File: config.mk
export PLATFORM = sky130hd
export DESIGN_NAME = nearest_segment_hit_test_core
export DESIGN_NICKNAME = d
export VERILOG_FILES = /design/src/rtl/nsht_pkg.sv /design/src/rtl/nsht_mul.sv /design/src/rtl/nsht_div.sv /design/src/rtl/nearest_segment_hit_test_core.sv
export SDC_FILE = /design/constraint.sdc
export NUM_CORES = 2
export LEC_CHECK = 0
export ABC_AREA = 1
export BUFFER_PORTS_ARGS = -buffer_cell sky130_fd_sc_hd__buf_2
export CORE_UTILIZATION = 24
export CTS_CLUSTER_SIZE = 24
export DETAILED_ROUTE_END_ITERATION = 16
export PLACE_DENSITY = 0.46
export SYNTH_ARGS = -nofsm -noshare
export SYNTH_HDL_FRONTEND = slang
export SYNTH_SLANG_ARGS = --single-unit
File: constraint.sdc
create_clock -name aclk -period 5.4 [get_ports aclk]
set_clock_uncertainty 0.2 [all_clocks]
set_input_delay 1.62 -clock aclk [delete_from_list [all_inputs] [get_ports aclk]]
set_output_delay 1.62 -clock aclk [all_outputs]
set_load 0.1 [all_outputs]
File: src/rtl/nsht_pkg.sv
// shared widths, codes, beat types and helpers of the nearest segment hit test
package nsht_pkg;

    localparam int COORD_BITS   = 16;
    localparam int MAX_SEGMENTS = 1024;
    localparam int RADIUS_W     = 10;
    localparam int RADIUS_RESET = 10;
    localparam int IDX_OUT_W    = 10;

    // coordinate differences and their magnitudes
    localparam int DIFF_W = COORD_BITS + 1;
    localparam int MAG_W  = COORD_BITS;
    localparam int SQ_W   = 2 * MAG_W;
    localparam int LEN_W  = SQ_W + 1;
    localparam int DOT_W  = LEN_W + 1;
    localparam int DIST_W = LEN_W;

    // serial multiplier: LEN_W x MAG_W, one digit a cycle
    localparam int DIGIT_W   = 4;
    localparam int MUL_STEPS = MAG_W / DIGIT_W;
    localparam int MUL_CNT_W = (MUL_STEPS > 1) ? $clog2(MUL_STEPS) : 1;
    localparam int MUL_SUM_W = LEN_W + DIGIT_W;
    localparam int PROD_W    = LEN_W + MAG_W;

    // serial divider: one quotient bit a cycle
    localparam int QUO_W     = MAG_W;
    localparam int DEN_W     = LEN_W + 1;
    localparam int NUM_W     = DEN_W + QUO_W;
    localparam int DIV_CNT_W = $clog2(QUO_W);

    // segment numbering
    localparam int CNT_W = $clog2(MAX_SEGMENTS + 1);
    localparam int IDX_W = $clog2(MAX_SEGMENTS);

    localparam logic CMD_BEGIN   = 1'b0;
    localparam logic CMD_SEGMENT = 1'b1;

    typedef struct packed {
        logic                          command;
        logic signed [COORD_BITS-1:0]  point_x;
        logic signed [COORD_BITS-1:0]  point_y;
        logic signed [COORD_BITS-1:0]  start_x;
        logic signed [COORD_BITS-1:0]  start_y;
        logic signed [COORD_BITS-1:0]  end_x;
        logic signed [COORD_BITS-1:0]  end_y;
        logic                          last_segment;
    } nsht_in_t;

    typedef struct packed {
        logic                  hit;
        logic [IDX_OUT_W-1:0]  segment_index;
        logic [DIST_W-1:0]     distance_squared;
    } nsht_out_t;

    function automatic logic [DIFF_W-1:0] nsht_sext(input logic [COORD_BITS-1:0] c);
        return {c[COORD_BITS-1], c};
    endfunction

    // magnitude of a difference, always below 2**MAG_W
    function automatic logic [MAG_W-1:0] nsht_abs(input logic [DIFF_W-1:0] v);
        logic [DIFF_W-1:0] n;
        n = v[DIFF_W-1] ? (~v + 1'b1) : v;
        return n[MAG_W-1:0];
    endfunction

endpackage

File: src/rtl/nsht_mul.sv
// digit-serial unsigned multiplier, one multiplier digit per cycle
module nsht_mul (
    input  logic                        aclk,
    input  logic                        aresetn,
    input  logic                        start,
    input  logic [nsht_pkg::LEN_W-1:0]  a,
    input  logic [nsht_pkg::MAG_W-1:0]  b,
    output logic                        done,
    output logic [nsht_pkg::PROD_W-1:0] product
);
    import nsht_pkg::*;

    logic [LEN_W-1:0]     a_reg;
    logic [LEN_W-1:0]     hi_reg;
    logic [MAG_W-1:0]     lo_reg;
    logic [MUL_CNT_W-1:0] cnt_reg;
    logic                 busy_reg;
    logic                 done_reg;

    logic [MUL_SUM_W-1:0] part;
    logic [MUL_SUM_W-1:0] sum;

    // partial product of one digit, added into the upper half
    assign part = MUL_SUM_W'(a_reg) * MUL_SUM_W'(lo_reg[DIGIT_W-1:0]);
    assign sum  = MUL_SUM_W'(hi_reg) + part;

    always_ff @(posedge aclk) begin
        if (!aresetn) begin
            busy_reg <= 1'b0;
            done_reg <= 1'b0;
            cnt_reg  <= '0;
        end else begin
            done_reg <= 1'b0;
            if (start) begin
                busy_reg <= 1'b1;
                cnt_reg  <= '0;
            end else if (busy_reg) begin
                cnt_reg <= cnt_reg + 1'b1;
                if (cnt_reg == MUL_CNT_W'(MUL_STEPS - 1)) begin
                    busy_reg <= 1'b0;
                    done_reg <= 1'b1;
                end
            end
        end
    end

    always_ff @(posedge aclk) begin
        if (start) begin
            a_reg  <= a;
            hi_reg <= '0;
            lo_reg <= b;
        end else if (busy_reg) begin
            hi_reg <= sum[MUL_SUM_W-1:DIGIT_W];
            lo_reg <= {sum[DIGIT_W-1:0], lo_reg[MAG_W-1:DIGIT_W]};
        end
    end

    assign done    = done_reg;
    assign product = {hi_reg, lo_reg};

endmodule

File: src/rtl/nsht_div.sv
// bit-serial restoring divider, one quotient bit per cycle
module nsht_div (
    input  logic                       aclk,
    input  logic                       aresetn,
    input  logic                       start,
    input  logic [nsht_pkg::NUM_W-1:0] num,
    input  logic [nsht_pkg::DEN_W-1:0] den,
    output logic                       done,
    output logic [nsht_pkg::QUO_W-1:0] quotient
);
    import nsht_pkg::*;

    logic [DEN_W-1:0]     rem_reg;
    logic [DEN_W-1:0]     den_reg;
    logic [QUO_W-1:0]     nsh_reg;
    logic [QUO_W-1:0]     quo_reg;
    logic [DIV_CNT_W-1:0] cnt_reg;
    logic                 busy_reg;
    logic                 done_reg;

    logic [DEN_W:0] trial;
    logic [DEN_W:0] diff;
    logic           take;

    assign trial = {rem_reg, nsh_reg[QUO_W-1]};
    assign diff  = trial - {1'b0, den_reg};
    assign take  = trial >= {1'b0, den_reg};

    always_ff @(posedge aclk) begin
        if (!aresetn) begin
            busy_reg <= 1'b0;
            done_reg <= 1'b0;
            cnt_reg  <= '0;
        end else begin
            done_reg <= 1'b0;
            if (start) begin
                busy_reg <= 1'b1;
                cnt_reg  <= '0;
            end else if (busy_reg) begin
                cnt_reg <= cnt_reg + 1'b1;
                if (cnt_reg == DIV_CNT_W'(QUO_W - 1)) begin
                    busy_reg <= 1'b0;
                    done_reg <= 1'b1;
                end
            end
        end
    end

    // upper numerator bits start below the divisor, as the quotient fits QUO_W
    always_ff @(posedge aclk) begin
        if (start) begin
            rem_reg <= num[NUM_W-1:QUO_W];
            nsh_reg <= num[QUO_W-1:0];
            den_reg <= den;
            quo_reg <= '0;
        end else if (busy_reg) begin
            rem_reg <= take ? diff[DEN_W-1:0] : trial[DEN_W-1:0];
            nsh_reg <= {nsh_reg[QUO_W-2:0], 1'b0};
            quo_reg <= {quo_reg[QUO_W-2:0], take};
        end
    end

    assign done     = done_reg;
    assign quotient = quo_reg;

endmodule

File: src/rtl/nearest_segment_hit_test_core.sv
// top level of the nearest segment hit test: sequencer, state and beat ports
//
// usage
//   s_ channel: one beat per item. a begin beat (command 0) stores the query
//   point and loads the running best with pick_radius squared; each segment
//   beat (command 1) carries two endpoints and is tested against the point.
//   the beat with last_segment set closes the query and yields one m_ beat
//   holding hit, segment_index and distance_squared (zeros when no hit).
//   cfg_ channel: one beat writes pick_radius; always ready, write it only
//   while the block is idle.
// segment sequence
//   begin beat: handled in idle. segment beat: states len, dot, decide
//   and dist when the projection clamps to an endpoint, plus proj and div
//   when it lands inside the segment. a last beat adds the emit state to
//   load the output register. the work is done by two 4-bit digit-serial
//   multipliers (x, y lanes) and two bit-serial dividers (16-bit quotient).
// reset and stalls
//   aresetn (synchronous, active low) clears the query state and sets
//   pick_radius to 10. a waiting result sits in the output register while
//   the next beats are taken; only a further result waits for it to go.
module nearest_segment_hit_test_core (
    input  logic                           aclk,
    input  logic                           aresetn,
    input  logic                           s_valid,
    output logic                           s_ready,
    input  nsht_pkg::nsht_in_t             s_data,
    output logic                           m_valid,
    input  logic                           m_ready,
    output nsht_pkg::nsht_out_t            m_data,
    input  logic                           cfg_valid,
    output logic                           cfg_ready,
    input  logic [nsht_pkg::RADIUS_W-1:0]  cfg_data
);
    import nsht_pkg::*;

    localparam logic [2:0] S_IDLE   = 3'd0;
    localparam logic [2:0] S_LEN    = 3'd1;
    localparam logic [2:0] S_DOT    = 3'd2;
    localparam logic [2:0] S_DECIDE = 3'd3;
    localparam logic [2:0] S_PROJ   = 3'd4;
    localparam logic [2:0] S_DIV    = 3'd5;
    localparam logic [2:0] S_DIST   = 3'd6;
    localparam logic [2:0] S_EMIT   = 3'd7;

    // sequencer
    logic [2:0] state_reg, state_next;
    logic       mul_start_reg, mul_start_next;
    logic       div_start_reg, div_start_next;

    // query state
    logic [RADIUS_W-1:0]   radius_reg;
    logic [COORD_BITS-1:0] query_x_reg, query_y_reg;
    logic [DIST_W-1:0]     best_dist_reg;
    logic [IDX_W-1:0]      best_index_reg;
    logic                  found_reg;
    logic [CNT_W-1:0]      seg_count_reg;

    // per segment working registers
    logic                  last_reg;
    logic [COORD_BITS-1:0] sx_reg, sy_reg, ex_reg, ey_reg;
    logic [DIFF_W-1:0]     vx_reg, vy_reg, px_reg, py_reg;
    logic [LEN_W-1:0]      len_reg;
    logic [DOT_W-1:0]      dot_reg;
    logic [COORD_BITS-1:0] jx_reg, jy_reg;

    // output register
    logic      m_valid_reg;
    nsht_out_t out_reg;

    logic accept, seg_accept, begin_accept, out_free;

    // lane operands and results
    logic [LEN_W-1:0]  mx_a, my_a;
    logic [MAG_W-1:0]  mx_b, my_b;
    logic              mx_done, my_done;
    logic [PROD_W-1:0] mx_prod, my_prod;
    logic [NUM_W-1:0]  num_x, num_y;
    logic [DEN_W-1:0]  den;
    logic              dx_done, dy_done;
    logic [QUO_W-1:0]  qx, qy;

    logic [MAG_W-1:0]      vx_mag, vy_mag, px_mag, py_mag, dx_mag, dy_mag;
    logic [DIFF_W-1:0]     dx, dy;
    logic [LEN_W-1:0]      len_sum;
    logic [DOT_W-1:0]      tx, ty, dot_sum;
    logic [DIST_W-1:0]     dist_sum;
    logic                  clamp_start, clamp_end;
    logic [COORD_BITS-1:0] jx_div, jy_div;
    logic [IDX_W-1:0]      idx_cur;
    logic [2*RADIUS_W-1:0] radius_sq;

    assign accept       = s_valid && s_ready;
    assign seg_accept   = accept && (s_data.command == CMD_SEGMENT);
    assign begin_accept = accept && (s_data.command == CMD_BEGIN);
    assign out_free     = !m_valid_reg || m_ready;

    assign s_ready   = (state_reg == S_IDLE);
    assign cfg_ready = 1'b1;
    assign m_valid   = m_valid_reg;
    assign m_data    = out_reg;

    assign vx_mag = nsht_abs(vx_reg);
    assign vy_mag = nsht_abs(vy_reg);
    assign px_mag = nsht_abs(px_reg);
    assign py_mag = nsht_abs(py_reg);
    assign dx     = nsht_sext(query_x_reg) - nsht_sext(jx_reg);
    assign dy     = nsht_sext(query_y_reg) - nsht_sext(jy_reg);
    assign dx_mag = nsht_abs(dx);
    assign dy_mag = nsht_abs(dy);

    // operands of both lanes follow the phase
    always_comb begin
        mx_a = '0;
        mx_b = '0;
        my_a = '0;
        my_b = '0;
        case (state_reg)
            S_LEN: begin
                mx_a = LEN_W'(vx_mag);
                mx_b = vx_mag;
                my_a = LEN_W'(vy_mag);
                my_b = vy_mag;
            end
            S_DOT: begin
                mx_a = LEN_W'(px_mag);
                mx_b = vx_mag;
                my_a = LEN_W'(py_mag);
                my_b = vy_mag;
            end
            S_PROJ: begin
                // dot is known positive and below len here
                mx_a = dot_reg[LEN_W-1:0];
                mx_b = vx_mag;
                my_a = dot_reg[LEN_W-1:0];
                my_b = vy_mag;
            end
            S_DIST: begin
                mx_a = LEN_W'(dx_mag);
                mx_b = dx_mag;
                my_a = LEN_W'(dy_mag);
                my_b = dy_mag;
            end
            default: begin
                mx_a = '0;
                mx_b = '0;
                my_a = '0;
                my_b = '0;
            end
        endcase
    end

    nsht_mul u_mul_x (
        .aclk    (aclk),
        .aresetn (aresetn),
        .start   (mul_start_reg),
        .a       (mx_a),
        .b       (mx_b),
        .done    (mx_done),
        .product (mx_prod)
    );

    nsht_mul u_mul_y (
        .aclk    (aclk),
        .aresetn (aresetn),
        .start   (mul_start_reg),
        .a       (my_a),
        .b       (my_b),
        .done    (my_done),
        .product (my_prod)
    );

    // squared length, signed dot product, squared distance
    assign len_sum  = {1'b0, mx_prod[SQ_W-1:0]} + {1'b0, my_prod[SQ_W-1:0]};
    assign tx       = (px_reg[DIFF_W-1] ^ vx_reg[DIFF_W-1])
                    ? (~DOT_W'(mx_prod[SQ_W-1:0]) + 1'b1) : DOT_W'(mx_prod[SQ_W-1:0]);
    assign ty       = (py_reg[DIFF_W-1] ^ vy_reg[DIFF_W-1])
                    ? (~DOT_W'(my_prod[SQ_W-1:0]) + 1'b1) : DOT_W'(my_prod[SQ_W-1:0]);
    assign dot_sum  = tx + ty;
    assign dist_sum = {1'b0, mx_prod[SQ_W-1:0]} + {1'b0, my_prod[SQ_W-1:0]};

    // t at or below 0 (or a point segment) keeps the start, t at or above 1 the end
    assign clamp_start = (len_reg == '0) || dot_reg[DOT_W-1] || (dot_reg == '0);
    assign clamp_end   = (dot_reg[LEN_W-1:0] >= len_reg);

    // round half up: 2*dot*|v| + len over 2*len, len - 1 for a negative vector
    assign num_x = NUM_W'({mx_prod, 1'b0})
                 + NUM_W'(vx_reg[DIFF_W-1] ? (len_reg - 1'b1) : len_reg);
    assign num_y = NUM_W'({my_prod, 1'b0})
                 + NUM_W'(vy_reg[DIFF_W-1] ? (len_reg - 1'b1) : len_reg);
    assign den   = {len_reg, 1'b0};

    nsht_div u_div_x (
        .aclk     (aclk),
        .aresetn  (aresetn),
        .start    (div_start_reg),
        .num      (num_x),
        .den      (den),
        .done     (dx_done),
        .quotient (qx)
    );

    nsht_div u_div_y (
        .aclk     (aclk),
        .aresetn  (aresetn),
        .start    (div_start_reg),
        .num      (num_y),
        .den      (den),
        .done     (dy_done),
        .quotient (qy)
    );

    assign jx_div = sx_reg + (vx_reg[DIFF_W-1] ? (~COORD_BITS'(qx) + 1'b1) : COORD_BITS'(qx));
    assign jy_div = sy_reg + (vy_reg[DIFF_W-1] ? (~COORD_BITS'(qy) + 1'b1) : COORD_BITS'(qy));

    // segments past the last slot share its index
    assign idx_cur   = (seg_count_reg < CNT_W'(MAX_SEGMENTS))
                     ? seg_count_reg[IDX_W-1:0] : IDX_W'(MAX_SEGMENTS - 1);
    assign radius_sq = (2*RADIUS_W)'(radius_reg) * (2*RADIUS_W)'(radius_reg);

    // sequencer
    always_comb begin
        state_next     = state_reg;
        mul_start_next = 1'b0;
        div_start_next = 1'b0;
        case (state_reg)
            S_IDLE: begin
                if (seg_accept) begin
                    state_next     = S_LEN;
                    mul_start_next = 1'b1;
                end else if (begin_accept) begin
                    state_next = s_data.last_segment ? S_EMIT : S_IDLE;
                end
            end
            S_LEN: begin
                if (mx_done) begin
                    state_next     = S_DOT;
                    mul_start_next = 1'b1;
                end
            end
            S_DOT: begin
                if (mx_done) begin
                    state_next = S_DECIDE;
                end
            end
            S_DECIDE: begin
                state_next     = (clamp_start || clamp_end) ? S_DIST : S_PROJ;
                mul_start_next = 1'b1;
            end
            S_PROJ: begin
                if (mx_done) begin
                    state_next     = S_DIV;
                    div_start_next = 1'b1;
                end
            end
            S_DIV: begin
                if (dx_done) begin
                    state_next     = S_DIST;
                    mul_start_next = 1'b1;
                end
            end
            S_DIST: begin
                if (mx_done) begin
                    state_next = last_reg ? S_EMIT : S_IDLE;
                end
            end
            S_EMIT: begin
                if (out_free) begin
                    state_next = S_IDLE;
                end
            end
            default: begin
                state_next = S_IDLE;
            end
        endcase
    end

    // control and query state
    always_ff @(posedge aclk) begin
        if (!aresetn) begin
            state_reg      <= S_IDLE;
            mul_start_reg  <= 1'b0;
            div_start_reg  <= 1'b0;
            m_valid_reg    <= 1'b0;
            radius_reg     <= RADIUS_W'(RADIUS_RESET);
            query_x_reg    <= '0;
            query_y_reg    <= '0;
            best_dist_reg  <= '0;
            best_index_reg <= '0;
            found_reg      <= 1'b0;
            seg_count_reg  <= '0;
        end else begin
            state_reg     <= state_next;
            mul_start_reg <= mul_start_next;
            div_start_reg <= div_start_next;

            if (cfg_valid && cfg_ready) begin
                radius_reg <= cfg_data;
            end

            if (begin_accept) begin
                query_x_reg    <= s_data.point_x;
                query_y_reg    <= s_data.point_y;
                best_dist_reg  <= DIST_W'(radius_sq);
                best_index_reg <= '0;
                found_reg      <= 1'b0;
                seg_count_reg  <= '0;
            end

            // strictly closer only, so the first minimum is kept
            if (state_reg == S_DIST && mx_done) begin
                if (dist_sum < best_dist_reg) begin
                    best_dist_reg  <= dist_sum;
                    best_index_reg <= idx_cur;
                    found_reg      <= 1'b1;
                end
                if (seg_count_reg < CNT_W'(MAX_SEGMENTS)) begin
                    seg_count_reg <= seg_count_reg + 1'b1;
                end
            end

            if (state_reg == S_EMIT && out_free) begin
                m_valid_reg <= 1'b1;
            end else if (m_ready) begin
                m_valid_reg <= 1'b0;
            end
        end
    end

    // working registers and result beat
    always_ff @(posedge aclk) begin
        if (accept) begin
            last_reg <= s_data.last_segment;
        end
        if (seg_accept) begin
            sx_reg <= s_data.start_x;
            sy_reg <= s_data.start_y;
            ex_reg <= s_data.end_x;
            ey_reg <= s_data.end_y;
            vx_reg <= nsht_sext(s_data.end_x) - nsht_sext(s_data.start_x);
            vy_reg <= nsht_sext(s_data.end_y) - nsht_sext(s_data.start_y);
            px_reg <= nsht_sext(query_x_reg) - nsht_sext(s_data.start_x);
            py_reg <= nsht_sext(query_y_reg) - nsht_sext(s_data.start_y);
        end
        if (state_reg == S_LEN && mx_done) begin
            len_reg <= len_sum;
        end
        if (state_reg == S_DOT && mx_done) begin
            dot_reg <= dot_sum;
        end
        if (state_reg == S_DECIDE) begin
            jx_reg <= (!clamp_start && clamp_end) ? ex_reg : sx_reg;
            jy_reg <= (!clamp_start && clamp_end) ? ey_reg : sy_reg;
        end
        if (state_reg == S_DIV && dx_done) begin
            jx_reg <= jx_div;
            jy_reg <= jy_div;
        end
        if (state_reg == S_EMIT && out_free) begin
            out_reg.hit              <= found_reg;
            out_reg.segment_index    <= found_reg ? IDX_OUT_W'(best_index_reg) : '0;
            out_reg.distance_squared <= found_reg ? best_dist_reg : '0;
        end
    end

`ifndef SYNTHESIS
    // both lanes run in lock step
    a_lanes_together: assert property (@(posedge aclk) disable iff (!aresetn)
        (mx_done == my_done) && (dx_done == dy_done))
        else $error("x and y lanes out of step");

    a_div_in_phase: assert property (@(posedge aclk) disable iff (!aresetn)
        dx_done |-> (state_reg == S_DIV))
        else $error("divider finished outside the divide phase");

    a_segment_blocks: assert property (@(posedge aclk) disable iff (!aresetn)
        (s_valid && s_ready && s_data.command == CMD_SEGMENT) |=> !s_ready)
        else $error("segment beat did not start the sequencer");

    a_result_from_emit: assert property (@(posedge aclk) disable iff (!aresetn)
        $rose(m_valid) |-> $past(state_reg == S_EMIT))
        else $error("result beat raised outside the emit state");
`endif

endmodule

Yosys cells after proc, flatten, opt, wreduce, memory -nomap -nowiden --
Cells that the tools add are included.
Cells by class: add/subtract/negate cells 32, multiply operators 3, magnitude comparators 5, equality and inequality tests 18, mux-type cells 81, bitwise gates (word level) 16, reduce and logical (&&, ||, !) cells 31
Operators with widths (count):
- $mux W16 | 22
- $mux W34 | 8
- $pmux W33 S4 | 2
- $add A16 B1 Y16 const B | 8
- $not A16 Y16 | 8
- $sub A16 B16 Y17 | 6
- $add A50 B50 Y50 | 2
- $mux W50 | 2
- $mux W33 | 3
- $add A33 B37 Y37 | 2
- $mul A33 B4 Y37 | 2
- $ge A35 B34 Y1 | 2
- $add A34 B1 Y34 const B | 2
- $not A32 Y34 | 2
- $sub A34 B34 Y34 | 2
- $pmux W16 S2 | 2
- $mux W10 | 4
- $add A34 B34 Y34 | 1
- $logic_not A34 Y1 | 1
- $sub A33 B1 Y34 const B | 1
- $add A32 B32 Y33 | 1
- $ge A33 B33 Y1 | 1
- $logic_not A33 Y1 | 1
- $lt A33 B33 Y1 | 1
- 31 further kinds | 100
Storage, ports and cells: flip-flop bits (word level) 726, bits of input ports 113, output and inout port bits 47

Longest topological paths before layout --
depth after elaboration 8, gate-level depth with buffers 27

Hierarchy --
A second synthesis with hierarchy kept.
Unflattened totals: cell total of the unflattened synthesis 10782, area total of the unflattened synthesis 74355.1 sq um
By module, submodules not included:
- nearest_segment_hit_test_core | times used 1, cells an instance 6241, area each 41979.0 sq um, sequential area each 10349.9 sq um
- nsht_div | times used 2, cells an instance 977, area each 7101.8 sq um, sequential area each 2962.8 sq um
- nsht_mul at u_mul_x | times used 1, cells an instance 1296, area each 9125.0 sq um, sequential area each 2212.1 sq um
- nsht_mul at u_mul_y | times used 1, cells an instance 1291, area each 9047.4 sq um, sequential area each 2212.1 sq um

Least setup slack after synthesis --
OpenSTA, ideal clock, no wires.
kind input -> register, from input s_valid, to register ex_reg[0], enable pin, setup time 0.485 ns, arrival 4.472 ns, path slack 0.243 ns, stages on the path 4, path buffers 0, cell sequence inv_1 nor2_1 nand2_1 inv_1
Between the ends: cells in the longest elaborated chain, start to end 2
Ends and longest elaborated chain:
- start: declaration | line nearest_segment_hit_test_core.sv:24 | input logic s_valid,
- $logic_and A1 B1 Y1 | line nearest_segment_hit_test_core.sv:92 | assign accept = s_valid && s_ready;
- named net accept | line nearest_segment_hit_test_core.sv:70 | logic accept, seg_accept, begin_accept, out_free;
- $logic_and A1 B1 Y1 | line nearest_segment_hit_test_core.sv:93 | assign seg_accept = accept && (s_data.command == CMD_SEGMENT);
- named net seg_accept | line nearest_segment_hit_test_core.sv:70
- end signal: assignment | line nearest_segment_hit_test_core.sv:337 | ex_reg <= s_data.end_x;
- end: declaration | line nearest_segment_hit_test_core.sv:60 | logic [COORD_BITS-1:0] sx_reg, sy_reg, ex_reg, ey_reg;
The timed path passes the listed nets, and every way through them passes these cells. A chain may end at the register's enable or synchronous reset.

Worst setup path in the final report --
from register radius_reg[2], to register best_dist_reg[18]
Between the ends: cells in the longest elaborated chain, start to end 4
Ends and longest elaborated chain:
- start: declaration | line nearest_segment_hit_test_core.sv:51 | logic [RADIUS_W-1:0] radius_reg;
- start signal: assignment | line nearest_segment_hit_test_core.sv:284 | radius_reg <= RADIUS_W'(RADIUS_RESET);
- start signal: assignment | line nearest_segment_hit_test_core.sv:297 | radius_reg <= cfg_data;
- $mul A10 B10 Y20 * | line nearest_segment_hit_test_core.sv:218 | assign radius_sq = (2*RADIUS_W)'(radius_reg) * (2*RADIUS_W)'(radius_reg);
- $mux W33 * | line nearest_segment_hit_test_core.sv:300 | if (begin_accept) begin
- $mux W33 | line nearest_segment_hit_test_core.sv:311 | if (dist_sum < best_dist_reg) begin
- $mux W33 * | line nearest_segment_hit_test_core.sv:310 | if (state_reg == S_DIST && mx_done) begin
- end signal: assignment | line nearest_segment_hit_test_core.sv:303 | best_dist_reg <= DIST_W'(radius_sq);
- end signal: assignment | line nearest_segment_hit_test_core.sv:312 | best_dist_reg <= dist_sum;
- end: declaration | line nearest_segment_hit_test_core.sv:53 | logic [DIST_W-1:0] best_dist_reg;
Every way passes the cells marked *; elsewhere a longest branch is shown, timed or not.

==> results_dict.tcl <==
set metrics [dict create \
    largest_reg_flops 44 \
    total_power_w 0.0428 \
    arrival_ps 5520 \
    clk_pin_slew_ps 60 \
    detailed_place_hpwl_mm 236 \
    regToRegEndpoint "best_dist_reg[18]$_SDFF_PN0_" \
    drive_gt1_frac 0.0676 \
    cp_max_fo 4 \
    cts_buffer_depth 3 \
    nets 10500 \
    grt_usage 0.194 \
    seq_area_frac_synth 0.281 \
    cts_buffers 97 \
    p_switching_w 0.0229 \
    totalWireLength_mm 283 \
    seqPwrFrac 0.196 \
    synth_area_leaders "edfxtp_1, nand2_1, ha_1" \
    clock_sinks 709 \
    vdd_ir_drop_max_mv 0.360 \
    synth.top_cell.area_share 0.217 \
    worstSetupEndpointType "flop" \
    avgRoutedWirePerCell_um 21.1 \
    fin_crit_ps 5080 \
    slew_violations 0 \
    critPathLaunchType "flop" \
    yosys.cell_count.top_type "nand2_1" \
    portBuffers 158 \
    internal_power_w 0.0200 \
    syn_area_um2 68000 \
    cp.required_ps 5840 \
    syn_inst 9384 \
    die_area_um2 285000 \
    yosys_warnings 0 \
    cts-root-buf "clkbuf_16" \
    area_delta_synth_final_pct 13.8 \
    worst_pin_slew_ps 1060 \
    rsz0062_at_grt "no" \
    max_freq_mhz 197 \
    rows 195 \
    viasPerCell 4.79 \
    endpoint "best_dist_reg[18]$_SDFF_PN0_" \
    stdcell_area_um2 77300 \
    drc 0 \
    r2r_slack_ps 320 \
    rr_startpoint "radius_reg[2]$_SDFFE_PN0P_" \
    setup_viol 0 \
    ant_nets 0 \
    outcome "complete, no violations" \
    gp_congestion 0.956 \
    grt_max_degree 70 \
    clk_latency_ps 820 \
    grt_overflow 0 \
    netlist_top_cells_count "nand2_1, inv_1, nor2_1, a21oi_1, o21ai_0" \
    hold_viol_final 0 \
    cap_violations 0 \
    holdCritPathClass "reg -> reg" \
    reg2regPathDepth 19 \
    grt_pass1_wl_mm 414 \
    ys_ff_latch 709 \
    post-route-period-util 0.942 \
    async_flop_share 0 \
    first_pass_iters 6 \
    synth_edf_count 490 \
    p_clk_frac 0.165 \
    ios 160 \
    core_area_um2 282000 \
    antenna_found_initial 6 \
    via_count 64100 \
    start_util 0.241 \
    p_leak_nw 36.3 \
    drt_iter0_drc 4900 \
    critical_path_class "reg -> reg" \
    swShare 0.534 \
    p_comb_frac 0.639 \
    die_w_um 534 \
    fin_setup_tns_ps 0 \
    place_area_um2 73800 \
    tritoncts "yes" \
    first_global_vias 62500 \
    synth.avg_cell_area_um2 7.24 \
    die_y_um 534 \
    syn-num-nets 10300 \
    power_density_nw_per_um2 554 \
    yosysTopAreaCell "edfxtp_1" \
    slew_headroom 0.295 \
    synth_ff_type "edfxtp_1" \
    crit_start "radius_reg[2]$_SDFFE_PN0P_" \
    htree_levels 3 \
    synth.distinct_cells 72 \
]
-- worst max-delay path, cell delays in order (launching register included) --
cell	delay, ps
dfxtp_2	360
nand2_1	100
fa_1	520
fa_1	560
inv_1	60
fa_1	500
fa_1	560
inv_1	60
fa_1	530
inv_1	70
ha_4	250
a21oi_2	150
inv_1	70
a21oi_2	120
o211ai_1	190
a21oi_1	210
xor2_1	160
nor2_1	60
nor2_1	120
nor2_1	50
-- cell usage in the layout, fill, tap and decap left out, types with 48 or more instances in the layout --
| cell | instances |
|---|---|
| nor2_1 | 908 |
| dfxtp_1 | 214 |
| edfxtp_1 | 490 |
| o21bai_1 | 56 |
| nand3_1 | 457 |
| nand4_1 | 95 |
| xnor2_1 | 109 |
| inv_1 | 1443 |
| nor3_1 | 127 |
| xor2_1 | 296 |
| a21oi_1 | 691 |
| o21ai_0 | 627 |
| ha_1 | 569 |
| buf_2 | 157 |
| a21o_1 | 70 |
| buf_4 | 150 |
| nand3b_1 | 48 |
| clkbuf_16 | 99 |
| o21ai_1 | 94 |
| fa_1 | 249 |
| a31oi_1 | 72 |
| nand2_1 | 2091 |
-- cell families after synthesis --
| group | after synthesis | share of synthesized area |
|---|---|---|
| other | 1 | 0.0000552 |
| XOR/XNOR | 405 | 0.0522 |
| AO/OA/AOI/OAI | 1857 | 0.153 |
| AND/OR/NAND/NOR | 3869 | 0.238 |
| adder cells (fa/ha/maj) | 820 | 0.178 |
| flip-flops | 709 | 0.281 |
| multiplexers | 1 | 0.000147 |
| buffers and inverters | 1722 | 0.0973 |
-- through the flow --
| stage | setup slack, ps | std cells | utilization | hold WS, ps |
|---|---|---|---|---|
| 2_1_floorplan | 243 | 9384 | - | 206 |
| 3_3_place_gp | 175 | 13200 | 0.262 | 257 |
| 3_5_place_dp | 221 | 13200 | 0.262 | 262 |
| 4_1_cts | 106 | 13400 | 0.274 | 271 |
| 5_1_grt | 2.30 | 13400 | 0.274 | 288 |
| 6_report | 315 | 13400 | 0.274 | 268 |
-- repair_timing --
action                                  in CTS  in global routing
setup buffers                                0                  1
endpoints found under the setup margin       0                  9
resized for setup                            0                 14
hold buffers                                 0                  0
-- cell type report --
type                            count  area [µm²]
Clock inverter                     64         833
Timing Repair Buffer              318        2130
Multi-Input combinational cell   6953       42300
Sequential cell                   709       19100
Clock buffer                      120        2630
Tap cell                         3743        4680
Fill cell                       31200      205000
Inverter                         1481        5570
Antenna cell                        3        7.51
-- worst min-delay path by stage --
| stage | start | to | slack [ps] | cells after the start |
|---|---|---|---|---|
| final | best_index_reg[0]$_SDFF_PN0_ | best_index_reg[0]$_SDFF_PN0_ | 270 | 2 |
| after detailed placement | best_index_reg[0]$_SDFF_PN0_ | best_index_reg[0]$_SDFF_PN0_ | 260 | 2 |
| after CTS | best_index_reg[0]$_SDFF_PN0_ | best_index_reg[0]$_SDFF_PN0_ | 270 | 2 |
| after global placement | best_index_reg[3]$_SDFF_PN0_ | best_index_reg[3]$_SDFF_PN0_ | 260 | 2 |
| after global routing | best_index_reg[9]$_SDFF_PN0_ | best_index_reg[9]$_SDFF_PN0_ | 290 | 2 |
| after floorplan | found_reg$_SDFF_PN0_ | m_data[43]$_DFFE_PP_ | 210 | 0 |
-- routing by layer --
metal	vias up	routed length (µm)	global-route usage
met5	-	0	0
met4	0	11300	0.0707
met3	337	14600	0.0245
met2	1776	125000	0.308
met1	30700	132000	0.267
li1	31300	-	-
-- power groups by stage --
stage	clock, W	combinational, W	sequential (W)
CTS	0.00725	0.0272	0.00843
global route	0.00741	0.0303	0.00842
global placement	0	0.0271	0.00853
finish	0.00707	0.0274	0.00839
floorplan	0	0.0179	0.00769
detailed placement	0	0.0270	0.00853
Power figures use the tool's default switching activity.
